File: src/design/integer_stack_machine_alu_macros.svh
// Assertion macros shared by the stack ALU modules.
// Needs nothing else; included by files that carry concurrent checks.
`ifndef INTEGER_STACK_MACHINE_ALU_MACROS_SVH
`define INTEGER_STACK_MACHINE_ALU_MACROS_SVH

// same-cycle implication, disabled in reset
`define ISMA_ASSERT_IMP(label, clk, rst_n, ante, cons, msg) \
    label: assert property (@(posedge clk) disable iff (!rst_n) (ante) |-> (cons)) \
        else $error(msg);

// next-cycle implication, disabled in reset
`define ISMA_ASSERT_NXT(label, clk, rst_n, ante, cons, msg) \
    label: assert property (@(posedge clk) disable iff (!rst_n) (ante) |=> (cons)) \
        else $error(msg);

`endif

File: src/design/isma_pkg.sv
// Types, opcodes and error codes of the integer stack ALU.
// No dependencies; imported by every module of the block except isma_div.
`default_nettype none

package isma_pkg;

    localparam logic [3:0] OP_PUSH = 4'd0;
    localparam logic [3:0] OP_ADD  = 4'd1;
    localparam logic [3:0] OP_SUB  = 4'd2;
    localparam logic [3:0] OP_MUL  = 4'd3;
    localparam logic [3:0] OP_DIV  = 4'd4;
    localparam logic [3:0] OP_MOD  = 4'd5;
    localparam logic [3:0] OP_EQ   = 4'd6;
    localparam logic [3:0] OP_NE   = 4'd7;
    localparam logic [3:0] OP_GT   = 4'd8;
    localparam logic [3:0] OP_GE   = 4'd9;
    localparam logic [3:0] OP_LT   = 4'd10;
    localparam logic [3:0] OP_LE   = 4'd11;

    localparam logic [1:0] ERR_OK      = 2'd0;
    localparam logic [1:0] ERR_UNDER   = 2'd1;
    localparam logic [1:0] ERR_OVER    = 2'd2;
    localparam logic [1:0] ERR_DIVZERO = 2'd3;

    typedef struct packed {
        logic [3:0]         func;
        logic signed [31:0] push_value;
    } t_in_word;

    typedef struct packed {
        logic signed [31:0] top_value;
        logic [6:0]         depth;
        logic [1:0]         error;
    } t_out_word;

    typedef enum logic [2:0] {
        ST_IDLE,
        ST_DECODE,
        ST_EXEC,
        ST_DIV,
        ST_WB
    } t_state;

    // controller -> datapath
    typedef struct packed {
        logic       capture;
        logic       push;
        logic       set_err;
        logic [1:0] err;
        logic       alu_commit;
        logic       div_start;
        logic       div_commit;
        logic       out_load;
    } t_cmd;

    // datapath -> controller
    typedef struct packed {
        logic is_push;
        logic is_binop;
        logic is_divmod;
        logic full;
        logic lt2;
        logic b_zero;
        logic div_done;
    } t_stat;

endpackage

`default_nettype wire

File: src/design/isma_div.sv
// Iterative signed 32-bit divider, one quotient bit per cycle.
// Uses isma_pkg-free plain vectors; instanced by isma_dpath.
`default_nettype none

`include "integer_stack_machine_alu_macros.svh"

module isma_div (
    input  wire logic               i_clk,
    input  wire logic               i_rst_n,
    input  wire logic               i_start,
    input  wire logic signed [31:0] i_dividend,
    input  wire logic signed [31:0] i_divisor,
    output logic                    o_done,
    output logic signed [31:0]      o_quo,
    output logic signed [31:0]      o_rem
);

    logic        r_busy;
    logic        r_done;
    logic [4:0]  r_cnt;
    logic [31:0] r_quo;
    logic [31:0] r_rem;
    logic [31:0] r_dvs;
    logic        r_neg_q;
    logic        r_neg_r;

    logic [32:0] w_trial;
    logic [31:0] w_abs_a;
    logic [31:0] w_abs_b;

    assign w_abs_a = i_dividend[31] ? 32'(-i_dividend) : i_dividend;
    assign w_abs_b = i_divisor[31]  ? 32'(-i_divisor)  : i_divisor;
    // partial remainder stays below the divisor, so its top bit is clear
    assign w_trial = {r_rem, r_quo[31]} - {1'b0, r_dvs};

    always_ff @(posedge i_clk) begin
        if (!i_rst_n) begin
            r_busy <= 1'b0;
            r_done <= 1'b0;
        end else begin
            r_done <= 1'b0;
            if (i_start) begin
                r_busy <= 1'b1;
            end else if (r_busy && r_cnt == 5'd0) begin
                r_busy <= 1'b0;
                r_done <= 1'b1;
            end
        end
    end

    always_ff @(posedge i_clk) begin
        if (i_start) begin
            r_cnt   <= 5'd31;
            r_quo   <= w_abs_a;
            r_rem   <= '0;
            r_dvs   <= w_abs_b;
            r_neg_q <= i_dividend[31] ^ i_divisor[31];
            r_neg_r <= i_dividend[31];
        end else if (r_busy) begin
            r_cnt <= r_cnt - 5'd1;
            if (!w_trial[32]) begin
                r_rem <= w_trial[31:0];
                r_quo <= {r_quo[30:0], 1'b1};
            end else begin
                r_rem <= {r_rem[30:0], r_quo[31]};
                r_quo <= {r_quo[30:0], 1'b0};
            end
        end
    end

    assign o_done = r_done;
    assign o_quo  = r_neg_q ? 32'(-r_quo) : r_quo;
    assign o_rem  = r_neg_r ? 32'(-r_rem) : r_rem;

    `ISMA_ASSERT_IMP(a_div_start_idle, i_clk, i_rst_n, i_start, !r_busy, "divider restarted while busy")

endmodule

`default_nettype wire

File: src/design/isma_dpath.sv
// Datapath: top-of-stack register, stack memory, ALU, divider, output word.
// Depends on isma_pkg and isma_div; driven by commands from isma_ctrl.
`default_nettype none

`include "integer_stack_machine_alu_macros.svh"

module isma_dpath #(
    parameter int unsigned STACK_DEPTH = 64
) (
    input  wire logic               i_clk,
    input  wire logic               i_rst_n,
    input  wire isma_pkg::t_in_word i_in_data,
    input  wire isma_pkg::t_cmd     i_cmd,
    output isma_pkg::t_stat         o_stat,
    output isma_pkg::t_out_word     o_out_data
);

    import isma_pkg::*;

    localparam int DW = $clog2(STACK_DEPTH + 1);
    localparam int AW = $clog2(STACK_DEPTH);

    // entries below the top live in the memory; the top lives in r_top
    logic [31:0] mem [STACK_DEPTH];

    logic [3:0]         r_func;
    logic signed [31:0] r_pv;
    logic [DW-1:0]      r_depth;
    logic signed [31:0] r_top;
    logic signed [31:0] r_rd_data;
    logic [1:0]         r_err;
    t_out_word          r_out;

    logic [DW-1:0]      w_dm1;
    logic [DW-1:0]      w_dm2;
    logic [AW-1:0]      w_wr_addr;
    logic [AW-1:0]      w_rd_addr;
    logic signed [31:0] w_alu;
    logic [DW+6:0]      w_dext;
    t_out_word          w_out;
    logic               w_div_done;
    logic signed [31:0] w_quo;
    logic signed [31:0] w_rem;

    assign w_dm1     = r_depth - 1'b1;
    assign w_dm2     = r_depth - 2'd2;
    assign w_wr_addr = w_dm1[AW-1:0];
    assign w_rd_addr = w_dm2[AW-1:0];

    always_ff @(posedge i_clk) begin
        if (i_cmd.push && r_depth != '0) begin
            mem[w_wr_addr] <= r_top;
        end
        r_rd_data <= mem[w_rd_addr];
    end

    always_ff @(posedge i_clk) begin
        if (i_cmd.capture) begin
            r_func <= i_in_data.func;
            r_pv   <= i_in_data.push_value;
        end
        if (i_cmd.set_err) begin
            r_err <= i_cmd.err;
        end
        if (i_cmd.out_load) begin
            r_out <= w_out;
        end
    end

    always_ff @(posedge i_clk) begin
        if (!i_rst_n) begin
            r_depth <= '0;
        end else if (i_cmd.push) begin
            r_depth <= r_depth + 1'b1;
        end else if (i_cmd.alu_commit || i_cmd.div_commit) begin
            r_depth <= w_dm1;
        end
    end

    always_ff @(posedge i_clk) begin
        if (i_cmd.push) begin
            r_top <= r_pv;
        end else if (i_cmd.alu_commit) begin
            r_top <= w_alu;
        end else if (i_cmd.div_commit) begin
            r_top <= (r_func == OP_DIV) ? w_quo : w_rem;
        end
    end

    // a = second from top (memory), b = top
    always_comb begin
        case (r_func)
            OP_ADD:  w_alu = r_rd_data + r_top;
            OP_SUB:  w_alu = r_rd_data - r_top;
            OP_MUL:  w_alu = r_rd_data * r_top;
            OP_EQ:   w_alu = {31'd0, r_rd_data == r_top};
            OP_NE:   w_alu = {31'd0, r_rd_data != r_top};
            OP_GT:   w_alu = {31'd0, r_rd_data >  r_top};
            OP_GE:   w_alu = {31'd0, r_rd_data >= r_top};
            OP_LT:   w_alu = {31'd0, r_rd_data <  r_top};
            OP_LE:   w_alu = {31'd0, r_rd_data <= r_top};
            default: w_alu = '0;
        endcase
    end

    isma_div u_div (
        .i_clk      (i_clk),
        .i_rst_n    (i_rst_n),
        .i_start    (i_cmd.div_start),
        .i_dividend (r_rd_data),
        .i_divisor  (r_top),
        .o_done     (w_div_done),
        .o_quo      (w_quo),
        .o_rem      (w_rem)
    );

    assign o_stat.is_push   = (r_func == OP_PUSH);
    assign o_stat.is_binop  = (r_func >= OP_ADD) && (r_func <= OP_LE);
    assign o_stat.is_divmod = (r_func == OP_DIV) || (r_func == OP_MOD);
    assign o_stat.full      = (r_depth == DW'(STACK_DEPTH));
    assign o_stat.lt2       = (r_depth < DW'(2));
    assign o_stat.b_zero    = (r_top == '0);
    assign o_stat.div_done  = w_div_done;

    // reported depth is the low seven bits of the count
    assign w_dext          = {7'd0, r_depth};
    assign w_out.top_value = (r_depth == '0) ? '0 : r_top;
    assign w_out.depth     = w_dext[6:0];
    assign w_out.error     = r_err;

    assign o_out_data = r_out;

    `ISMA_ASSERT_IMP(a_depth_bound, i_clk, i_rst_n, 1'b1, r_depth <= DW'(STACK_DEPTH), "stack depth beyond capacity")
    `ISMA_ASSERT_NXT(a_push_incr, i_clk, i_rst_n, i_cmd.push, r_depth == DW'($past(r_depth) + 1'b1), "push did not grow stack by one")

endmodule

`default_nettype wire

File: src/design/isma_ctrl.sv
// Controller state machine: sequences decode, execute, divide and write-back.
// Depends on isma_pkg; commands isma_dpath and owns both handshakes.
`default_nettype none

`include "integer_stack_machine_alu_macros.svh"

module isma_ctrl (
    input  wire logic            i_clk,
    input  wire logic            i_rst_n,
    input  wire logic            i_in_valid,
    output logic                 o_in_stall,
    output logic                 o_out_valid,
    input  wire logic            i_out_stall,
    input  wire isma_pkg::t_stat i_stat,
    output isma_pkg::t_cmd       o_cmd
);

    import isma_pkg::*;

    t_state r_state;
    t_state n_state;
    logic   r_out_valid;
    logic   n_out_valid;
    t_cmd   w_cmd;

    always_ff @(posedge i_clk) begin
        if (!i_rst_n) begin
            r_state     <= ST_IDLE;
            r_out_valid <= 1'b0;
        end else begin
            r_state     <= n_state;
            r_out_valid <= n_out_valid;
        end
    end

    always_comb begin
        n_state = r_state;
        w_cmd   = '0;
        unique case (r_state)
            ST_IDLE: begin
                if (i_in_valid) begin
                    w_cmd.capture = 1'b1;
                    n_state       = ST_DECODE;
                end
            end
            ST_DECODE: begin
                w_cmd.set_err = 1'b1;
                w_cmd.err     = ERR_OK;
                n_state       = ST_WB;
                if (i_stat.is_push) begin
                    if (i_stat.full) begin
                        w_cmd.err = ERR_OVER;
                    end else begin
                        w_cmd.push = 1'b1;
                    end
                end else if (i_stat.is_binop) begin
                    // underflow wins over divide by zero
                    if (i_stat.lt2) begin
                        w_cmd.err = ERR_UNDER;
                    end else if (i_stat.is_divmod && i_stat.b_zero) begin
                        w_cmd.err = ERR_DIVZERO;
                    end else begin
                        n_state = ST_EXEC;
                    end
                end
            end
            ST_EXEC: begin
                if (i_stat.is_divmod) begin
                    w_cmd.div_start = 1'b1;
                    n_state         = ST_DIV;
                end else begin
                    w_cmd.alu_commit = 1'b1;
                    n_state          = ST_WB;
                end
            end
            ST_DIV: begin
                if (i_stat.div_done) begin
                    w_cmd.div_commit = 1'b1;
                    n_state          = ST_WB;
                end
            end
            ST_WB: begin
                if (!r_out_valid || !i_out_stall) begin
                    w_cmd.out_load = 1'b1;
                    n_state        = ST_IDLE;
                end
            end
            default: begin
                n_state = ST_IDLE;
            end
        endcase
    end

    always_comb begin
        n_out_valid = r_out_valid;
        if (w_cmd.out_load) begin
            n_out_valid = 1'b1;
        end else if (r_out_valid && !i_out_stall) begin
            n_out_valid = 1'b0;
        end
    end

    assign o_in_stall  = (r_state != ST_IDLE);
    assign o_out_valid = r_out_valid;
    assign o_cmd       = w_cmd;

    `ISMA_ASSERT_NXT(a_accept_decode, i_clk, i_rst_n, i_in_valid && !o_in_stall, r_state == ST_DECODE, "accepted word not decoded")
    `ISMA_ASSERT_NXT(a_div_hold, i_clk, i_rst_n, r_state == ST_DIV && !i_stat.div_done, r_state == ST_DIV, "left divide before quotient ready")

endmodule

`default_nettype wire

File: src/design/integer_stack_machine_alu.sv
// Top level of the integer stack ALU: controller plus datapath.
// Depends on isma_pkg, isma_ctrl, isma_dpath (which holds isma_div).
//
//   channel | valid       | stall        | word
//   in      | i_in_valid  | o_in_stall   | i_in_data  (func, push_value)
//   out     | o_out_valid | i_out_stall  | o_out_data (top_value, depth, error)
//
// One word in the datapath at a time, plus one held in the output register.
// Push, unused opcodes and errors pass decode and write-back; other binary ops
// add execute; divide and modulo then wait on the one-bit-per-cycle divider.
// The second-from-top entry comes from a registered read of the stack memory.
// i_rst_n (synchronous) empties the stack; memory contents are not cleared.
// A word waiting in the output register is held while i_out_stall is high;
// the next word is still taken, and finishes once that register frees.
`default_nettype none

module integer_stack_machine_alu #(
    parameter int unsigned STACK_DEPTH = 64
) (
    input  wire logic                i_clk,
    input  wire logic                i_rst_n,
    input  wire logic                i_in_valid,
    output logic                     o_in_stall,
    input  wire isma_pkg::t_in_word  i_in_data,
    output logic                     o_out_valid,
    input  wire logic                i_out_stall,
    output isma_pkg::t_out_word      o_out_data
);

    import isma_pkg::*;

    t_cmd  w_cmd;
    t_stat w_stat;

    isma_ctrl u_ctrl (
        .i_clk       (i_clk),
        .i_rst_n     (i_rst_n),
        .i_in_valid  (i_in_valid),
        .o_in_stall  (o_in_stall),
        .o_out_valid (o_out_valid),
        .i_out_stall (i_out_stall),
        .i_stat      (w_stat),
        .o_cmd       (w_cmd)
    );

    isma_dpath #(
        .STACK_DEPTH (STACK_DEPTH)
    ) u_dpath (
        .i_clk      (i_clk),
        .i_rst_n    (i_rst_n),
        .i_in_data  (i_in_data),
        .i_cmd      (w_cmd),
        .o_stat     (w_stat),
        .o_out_data (o_out_data)
    );

endmodule

`default_nettype wire
File: config.mk
export PLATFORM = sky130hd
export DESIGN_NAME = integer_stack_machine_alu
export DESIGN_NICKNAME = d
export VERILOG_FILES = /design/src/design/isma_pkg.sv /design/src/design/isma_div.sv /design/src/design/isma_dpath.sv /design/src/design/isma_ctrl.sv /design/src/design/integer_stack_machine_alu.sv
export VERILOG_INCLUDE_DIRS = /design/src /design/src/design
export SDC_FILE = /design/constraint.sdc
export NUM_CORES = 2
export LEC_CHECK = 0
export BUFFER_PORTS_ARGS = -buffer_cell sky130_fd_sc_hd__buf_2
export CAP_MARGIN = 5
export CELL_PAD_IN_SITES_DETAIL_PLACEMENT = 0
export CELL_PAD_IN_SITES_GLOBAL_PLACEMENT = 1
export CORE_ASPECT_RATIO = 0.75
export CORE_MARGIN = 5
export CORE_UTILIZATION = 55
export CTS_CLUSTER_SIZE = 16
export DETAILED_ROUTE_END_ITERATION = 16
export PLACE_DENSITY = 0.85
export SLEW_MARGIN = 20
export SYNTH_ARGS = -nofsm -noshare
export SYNTH_HDL_FRONTEND = slang
export SYNTH_SLANG_ARGS = --single-unit
export TNS_END_PERCENT = 20
File: constraint.sdc
create_clock -name i_clk -period 23.5 [get_ports i_clk]
set_clock_uncertainty 0.1 [all_clocks]
set_input_delay 4.7 -clock i_clk [delete_from_list [all_inputs] [get_ports i_clk]]
set_output_delay 4.7 -clock i_clk [all_outputs]
set_load 0.005 [all_outputs]
Yosys cells after proc, flatten, opt, wreduce, memory -nomap -nowiden

Memories as Yosys holds them, arrays and structs flattened. A register that Yosys moved wholly into a read port is not among the register bits.
Cells that the tools add are included.

Add/sub/neg operators: 11
Multiply operators: 1
Magnitude comparators: 7
Eq/ne operators: 21
Multiplexer cells: 48
Bitwise operators: 2
Reductions and logical operators: 24

Operators by type and width:

| cell                                                 | number |
|---|---|
| two-way mux 32 bit                                   | 10 |
| one-hot mux 32 bit (9 select lines)                  | 1 |
| negator 32 bit                                       | 4 |
| subtractor 33 x 32 -> 33 bit                         | 1 |
| adder 32 bit                                         | 1 |
| equality test 32 bit                                 | 1 |
| greater-or-equal comparator 32 bit                   | 1 |
| greater-than comparator 32 bit                       | 1 |
| <= comparator 32 bit                                 | 1 |
| logical NOT 32 bit                                   | 1 |
| less-than comparator 32 bit                          | 1 |
| multiplier 32 x 32 -> 32 bit                         | 1 |
| inequality test 32 bit                               | 1 |
| subtractor 32 bit                                    | 1 |
| two-way mux 31 bit                                   | 1 |
| two-way mux 3 bit                                    | 8 |
| two-way mux 1 bit                                    | 18 |
| equality test 4 x 3 -> 1 bit (second input constant) | 4 |
| equality test 4 bit (second input constant)          | 4 |
| one-hot mux 3 bit (5 select lines)                   | 1 |
| two-way mux 7 bit                                    | 2 |
| two-way mux 2 bit                                    | 6 |
| equality test 4 x 2 -> 1 bit (second input constant) | 2 |
| nonzero test 2 bit                                   | 4 |
| 28 further kinds                                     | 38 |

Bits in registers: 227
RAM bits: 2048
Output and inout port bits: 43
Logic and storage cells: 134
Memories: 1

Memories:

| name        | words | bits a word | rd ports | clocked after memory_dff | wr ports | RTL line         | text |
|---|---|---|---|---|---|---|---|
| u_dpath.mem | 64    | 32          | 1        | 1                        | 1        | isma_dpath.sv:24 | `logic [31:0] mem [STACK_DEPTH];` |

Depth between registers and ports, before layout

Word-level depth: 11
Gate-level depth with buffers: 29
Mapped depth without buffers: 27

Cells and area by module

Synthesis repeated with hierarchy kept, for this count alone.

Cells, all modules: 6802
Area total of the unflattened synthesis: 112156.3 um2

By module, submodules not included:

| module     | times used | cells an instance | area each (um2) | seq. area each (um2) |
|---|---|---|---|---|
| isma_dpath | 1          | 5818              | 103576.8        | 65612.9 |
| isma_div   | 1          | 942               | 8255.4          | 2762.6 |
| isma_ctrl  | 1          | 42                | 324.1           | 80.1 |

Worst setup path before layout

Ideal clock, no wire load.

Kind: register -> register
From: register u_dpath.r_top[4]
To: register u_dpath.r_top[30] (data pin)
Data arrival time: 7687 ps
Required time: 23144 ps
Slack: 15458 ps
Stages on the path, launching flop included: 26
Path through: edfxtp_1 > clkbuf_1 > clkbuf_1 > and2_1 > fa_1 > fa_1 > inv_1 > fa_1 > fa_1 > inv_1 > fa_1 > fa_1 > fa_1 > fa_1 > ha_1 > clkbuf_1 > a21o_1 > a21o_1 > a21o_1 > a21o_1 > a21oi_1 > o21ai_0 > o31ai_1 > xor2_1 > o221ai_1 > o211a_1

Word-level cells in the longest chain between the ends: 4
Elaborated cells between the ends (all ways): 6
Classes of those cells: 2 x add/sub; 1 x mul; 3 x mux

Ends and longest elaborated chain:

| item                                                 | RTL line         | text |
|---|---|---|
| start: declaration                                   | isma_dpath.sv:29 | `logic signed [31:0] r_top;` |
| start signal: assignment                             | isma_dpath.sv:82 | `r_top <= r_pv;` |
| start signal: assignment                             | isma_dpath.sv:84 | `r_top <= w_alu;` |
| start signal: assignment                             | isma_dpath.sv:86 | `r_top <= (r_func == OP_DIV) ? w_quo : w_rem;` |
| multiplier 32 x 32 -> 32 bit (tied with other cells) | isma_dpath.sv:95 | `OP_MUL: w_alu = r_rd_data * r_top;` |
| one-hot mux 32 bit (9 select lines) (*)              | isma_dpath.sv:92 | `case (r_func)` |
| two-way mux 32 bit (*)                               | isma_dpath.sv:83 | `end else if (i_cmd.alu_commit) begin` |
| two-way mux 32 bit (*)                               | isma_dpath.sv:81 | `if (i_cmd.push) begin` |

Mark *: on every way between the ends. The rest lies on a longest branch, timed or not.
A chain may end at the register's enable or synchronous reset.

Worst setup path in the final report

From: register u_dpath.r_top[9]
To: register u_dpath.r_top[27] (data pin)

The elaborated chain is that of the path after synthesis.

==> qor.txt <==
status = completed
CTS Hold Bufs = 0
most frequent cells in the layout = edfxtp_1, mux4_2, inv_1, fa_1, nand2_1
Max Fclk = 0.107 GHz
drt wl/cell = 35.2 microns
RSZ-0062 raised after global routing = false
Slew @ Worst Pin = 1.35 ns
placed cells = 9364
H-tree levels = 4
Setup Viol. Count Final = 0
commonest non-fill, non-tap cell in the layout = edfxtp_1
postcts setup bufs = 0
Post-Route Setup TNS = 0 ns
met3 WL = 53400 microns
largest net degree at the start of global routing = 104
via/cell ratio = 6.80
Root Driver = clkbuf_16
Hold EP = u_dpath.o_out_data[1]
first-pass GRT wire length = 484000 microns
Syn Inst Count = 6768
Syn-to-layout area delta = 10.2%
CTS sink count = 2307
asr flop ratio synth = 0%
min Tclk post-route = 9.32 ns
GP Congestion = 0.966
hold_sp = u_dpath.r_err[1]
Rel. slew slack = 8.93%
row count = 143
GRT overflow = 0
drt first-iter violations = 11600
Hold WC Path Type = flip-flop to flip-flop
max-slew violations = 0
cell area after synthesis = 111000 sq um
Post-Route WL = 343000 microns
Synth Flop Type = edfxtp_1
Max Root-Sink Buffers = 3
top sig layer = met5
CTS buffer count = 202
sequential area share after synthesis = 61.4%
Worst Path Arrival = 9.89 ns
met2 WL = 148000 microns
die span in x = 530 microns
critical path capture point type = flip-flop
critical path class = flip-flop to flip-flop
CP required = 24.07 ns
CTS tree = yes
Die H = 400 microns
Synth Net Count = 7475
Hold Vio Cnt, Final = 0
fin nets = 7593
CTS clk-pin slew, worst paths = 0.07 ns
reg2reg setup slack = 14.18 ns
total of max-cap violations = 0
met1 wire length = 130000 microns
Seq cells post-synth = 2307
core area = 202000 sq um
Clock Latency Late Sink = 0.85 ns
Reg-to-Reg Start = u_dpath.r_top[9]
vias in the first global route = 64700
Die ar. = 212000 sq um
Port Buf Inserts = 82
R2R cell count = 26
initial antenna violation count = 29
Setup crit start kind = flip-flop
Routed Antenna Nets = 0
Cell variety after synth = 75
Starting Density = 55.2%
EDFF count, synth = 2225
Initial DRT Pass Iterations = 8
via count = 66400
Final Cycle Share = 39.7%
total I/O pin count = 83
Finished Layout Cells = 9754
WHS Path Cells = 0
Critical R2R Capture = u_dpath.r_top[27]
Tot GR Track Use = 32.4%
DP HPWL = 199000 microns
DRC viols = 0
Yosys warning count = 0
Avg Cell Area, Syn = 16.5 sq um
layout cells sized above 1 = 19.1%
Critical Path Fanout Max = 70
cts repair resizes = 0
## per-stage QoR
| step | instance area (sq um) | utilization, % | hold slack, ns | worst slack [ns] |
|---|---|---|---|---|
| 2_1_floorplan | 111000 | - | 0.300 | 15.46 |
| 3_3_place_gp | 116000 | 57.4 | 0.321 | 14.71 |
| 3_5_place_dp | 116000 | 57.4 | 0.325 | 14.49 |
| 4_1_cts | 123000 | 60.8 | 0.339 | 14.43 |
| 5_1_grt | 123000 | 60.8 | 0.349 | 13.87 |
| 6_report | 123000 | 60.8 | 0.336 | 14.18 |
## cell families (layout without fill, tap and decap cells)
logic type                 after synthesis  after routing  share of synthesized area, %
DFF                                   2307           2307                          61.4
and+or+nand+nor                       1219           1219                          5.36
buffers and inverters                  905           1197                          3.06
AOI/OAI and AO/OA                      714            714                          4.16
muxes                                  701            701                          13.7
adders and majority gates              667            667                          10.3
xor gates and xnor gates               255            255                          2.00
other                                    0             12                             0
## state kept, by name, indices dropped and copies added (netlist names)
signal / cells
u_dpath.mem: 2048
u_dpath.o_out_data: 41
u_dpath.r_pv: 32
u_dpath.r_rd_data: 32
u_dpath.r_top: 32
u_dpath.u_div.r_dvs: 32
u_dpath.u_div.r_quo: 32
u_dpath.u_div.r_rem: 32
u_dpath.r_depth: 7
u_dpath.u_div.r_cnt: 5
u_dpath.r_func: 4
u_ctrl.r_state: 3
u_dpath.r_err: 2
u_ctrl.o_out_valid: 1
u_dpath.u_div.o_done: 1
u_dpath.u_div.r_busy: 1
u_dpath.u_div.r_neg_q: 1
u_dpath.u_div.r_neg_r: 1
## metal layers
| layer | GRT usage [%] | vias up |
|---|---|---|
| met5 | 0 | - |
| met2 | 46.3 | 5612 |
| met3 | 12.0 | 712 |
| met1 | 47.2 | 34200 |
| li1 | - | 25800 |
| met4 | 9.27 | 6 |
## synth_stat cells, types with 60 or more instances
| cell | instances | area (sq um) |
|---|---|---|
| xnor2_1 | 161 | 1410 |
| nand2_1 | 370 | 1390 |
| dfxtp_1 | 82 | 1640 |
| and2_1 | 316 | 1980 |
| buf_1 | 60 | 225 |
| o21ai_0 | 171 | 856 |
| ha_1 | 256 | 3200 |
| nor2_1 | 288 | 1080 |
| a21oi_1 | 171 | 856 |
| edfxtp_1 | 2225 | 66800 |
| mux4_2 | 662 | 14900 |
| xor2_1 | 94 | 823 |
| fa_1 | 411 | 8230 |
| inv_1 | 540 | 2030 |
| clkbuf_1 | 296 | 1110 |
## worst max-delay path, cell delays in order, from the launching register on
cell and delay [ns]:
edfxtp_1 0.86, buf_4 0.85, ha_1 0.35, inv_1 0.16
fa_1 0.41, inv_1 0.07, fa_1 0.43, fa_1 0.53
inv_1 0.06, fa_1 0.48, inv_1 0.05, fa_1 0.49
fa_1 0.57, fa_1 0.44, fa_1 0.45, ha_1 0.40
nand3_1 0.11, nand2_1 0.10, a41oi_1 0.05, nor2b_1 0.14
a31oi_1 0.11, o31a_1 0.33, nor2b_1 0.11, o21ai_0 0.08
a2111oi_0 0.91, o31ai_1 0.13, a21oi_1 0.18
## worst max path at each step
stage	cells past startpoint	start	end	slack (ns)
final	26	u_dpath.r_top[9]	u_dpath.r_top[27]	14.18
after global routing	26	u_dpath.r_top[9]	u_dpath.r_top[27]	13.87
after global placement	26	u_dpath.r_top[9]	u_dpath.r_top[23]	14.71
after floorplan	25	u_dpath.r_top[4]	u_dpath.r_top[30]	15.46
after detailed placement	27	u_dpath.r_top[5]	u_dpath.r_top[27]	14.49
after CTS	27	u_dpath.r_top[5]	u_dpath.r_top[27]	14.43
## cell type report
class                      count  area [sq um]
antenna                       12          30.0
inverter                     541          2030
clock buffer                 250          5340
tap                         2682          3360
clock inverter               128          1490
fill                       14100         79200
timing repair buffer         278          1940
multi-input combinational   3556         40200
sequential                  2307         68500
Power is not shown: default switching activity piles up to over one toggle a cycle in this logic, so the estimate is an artifact.
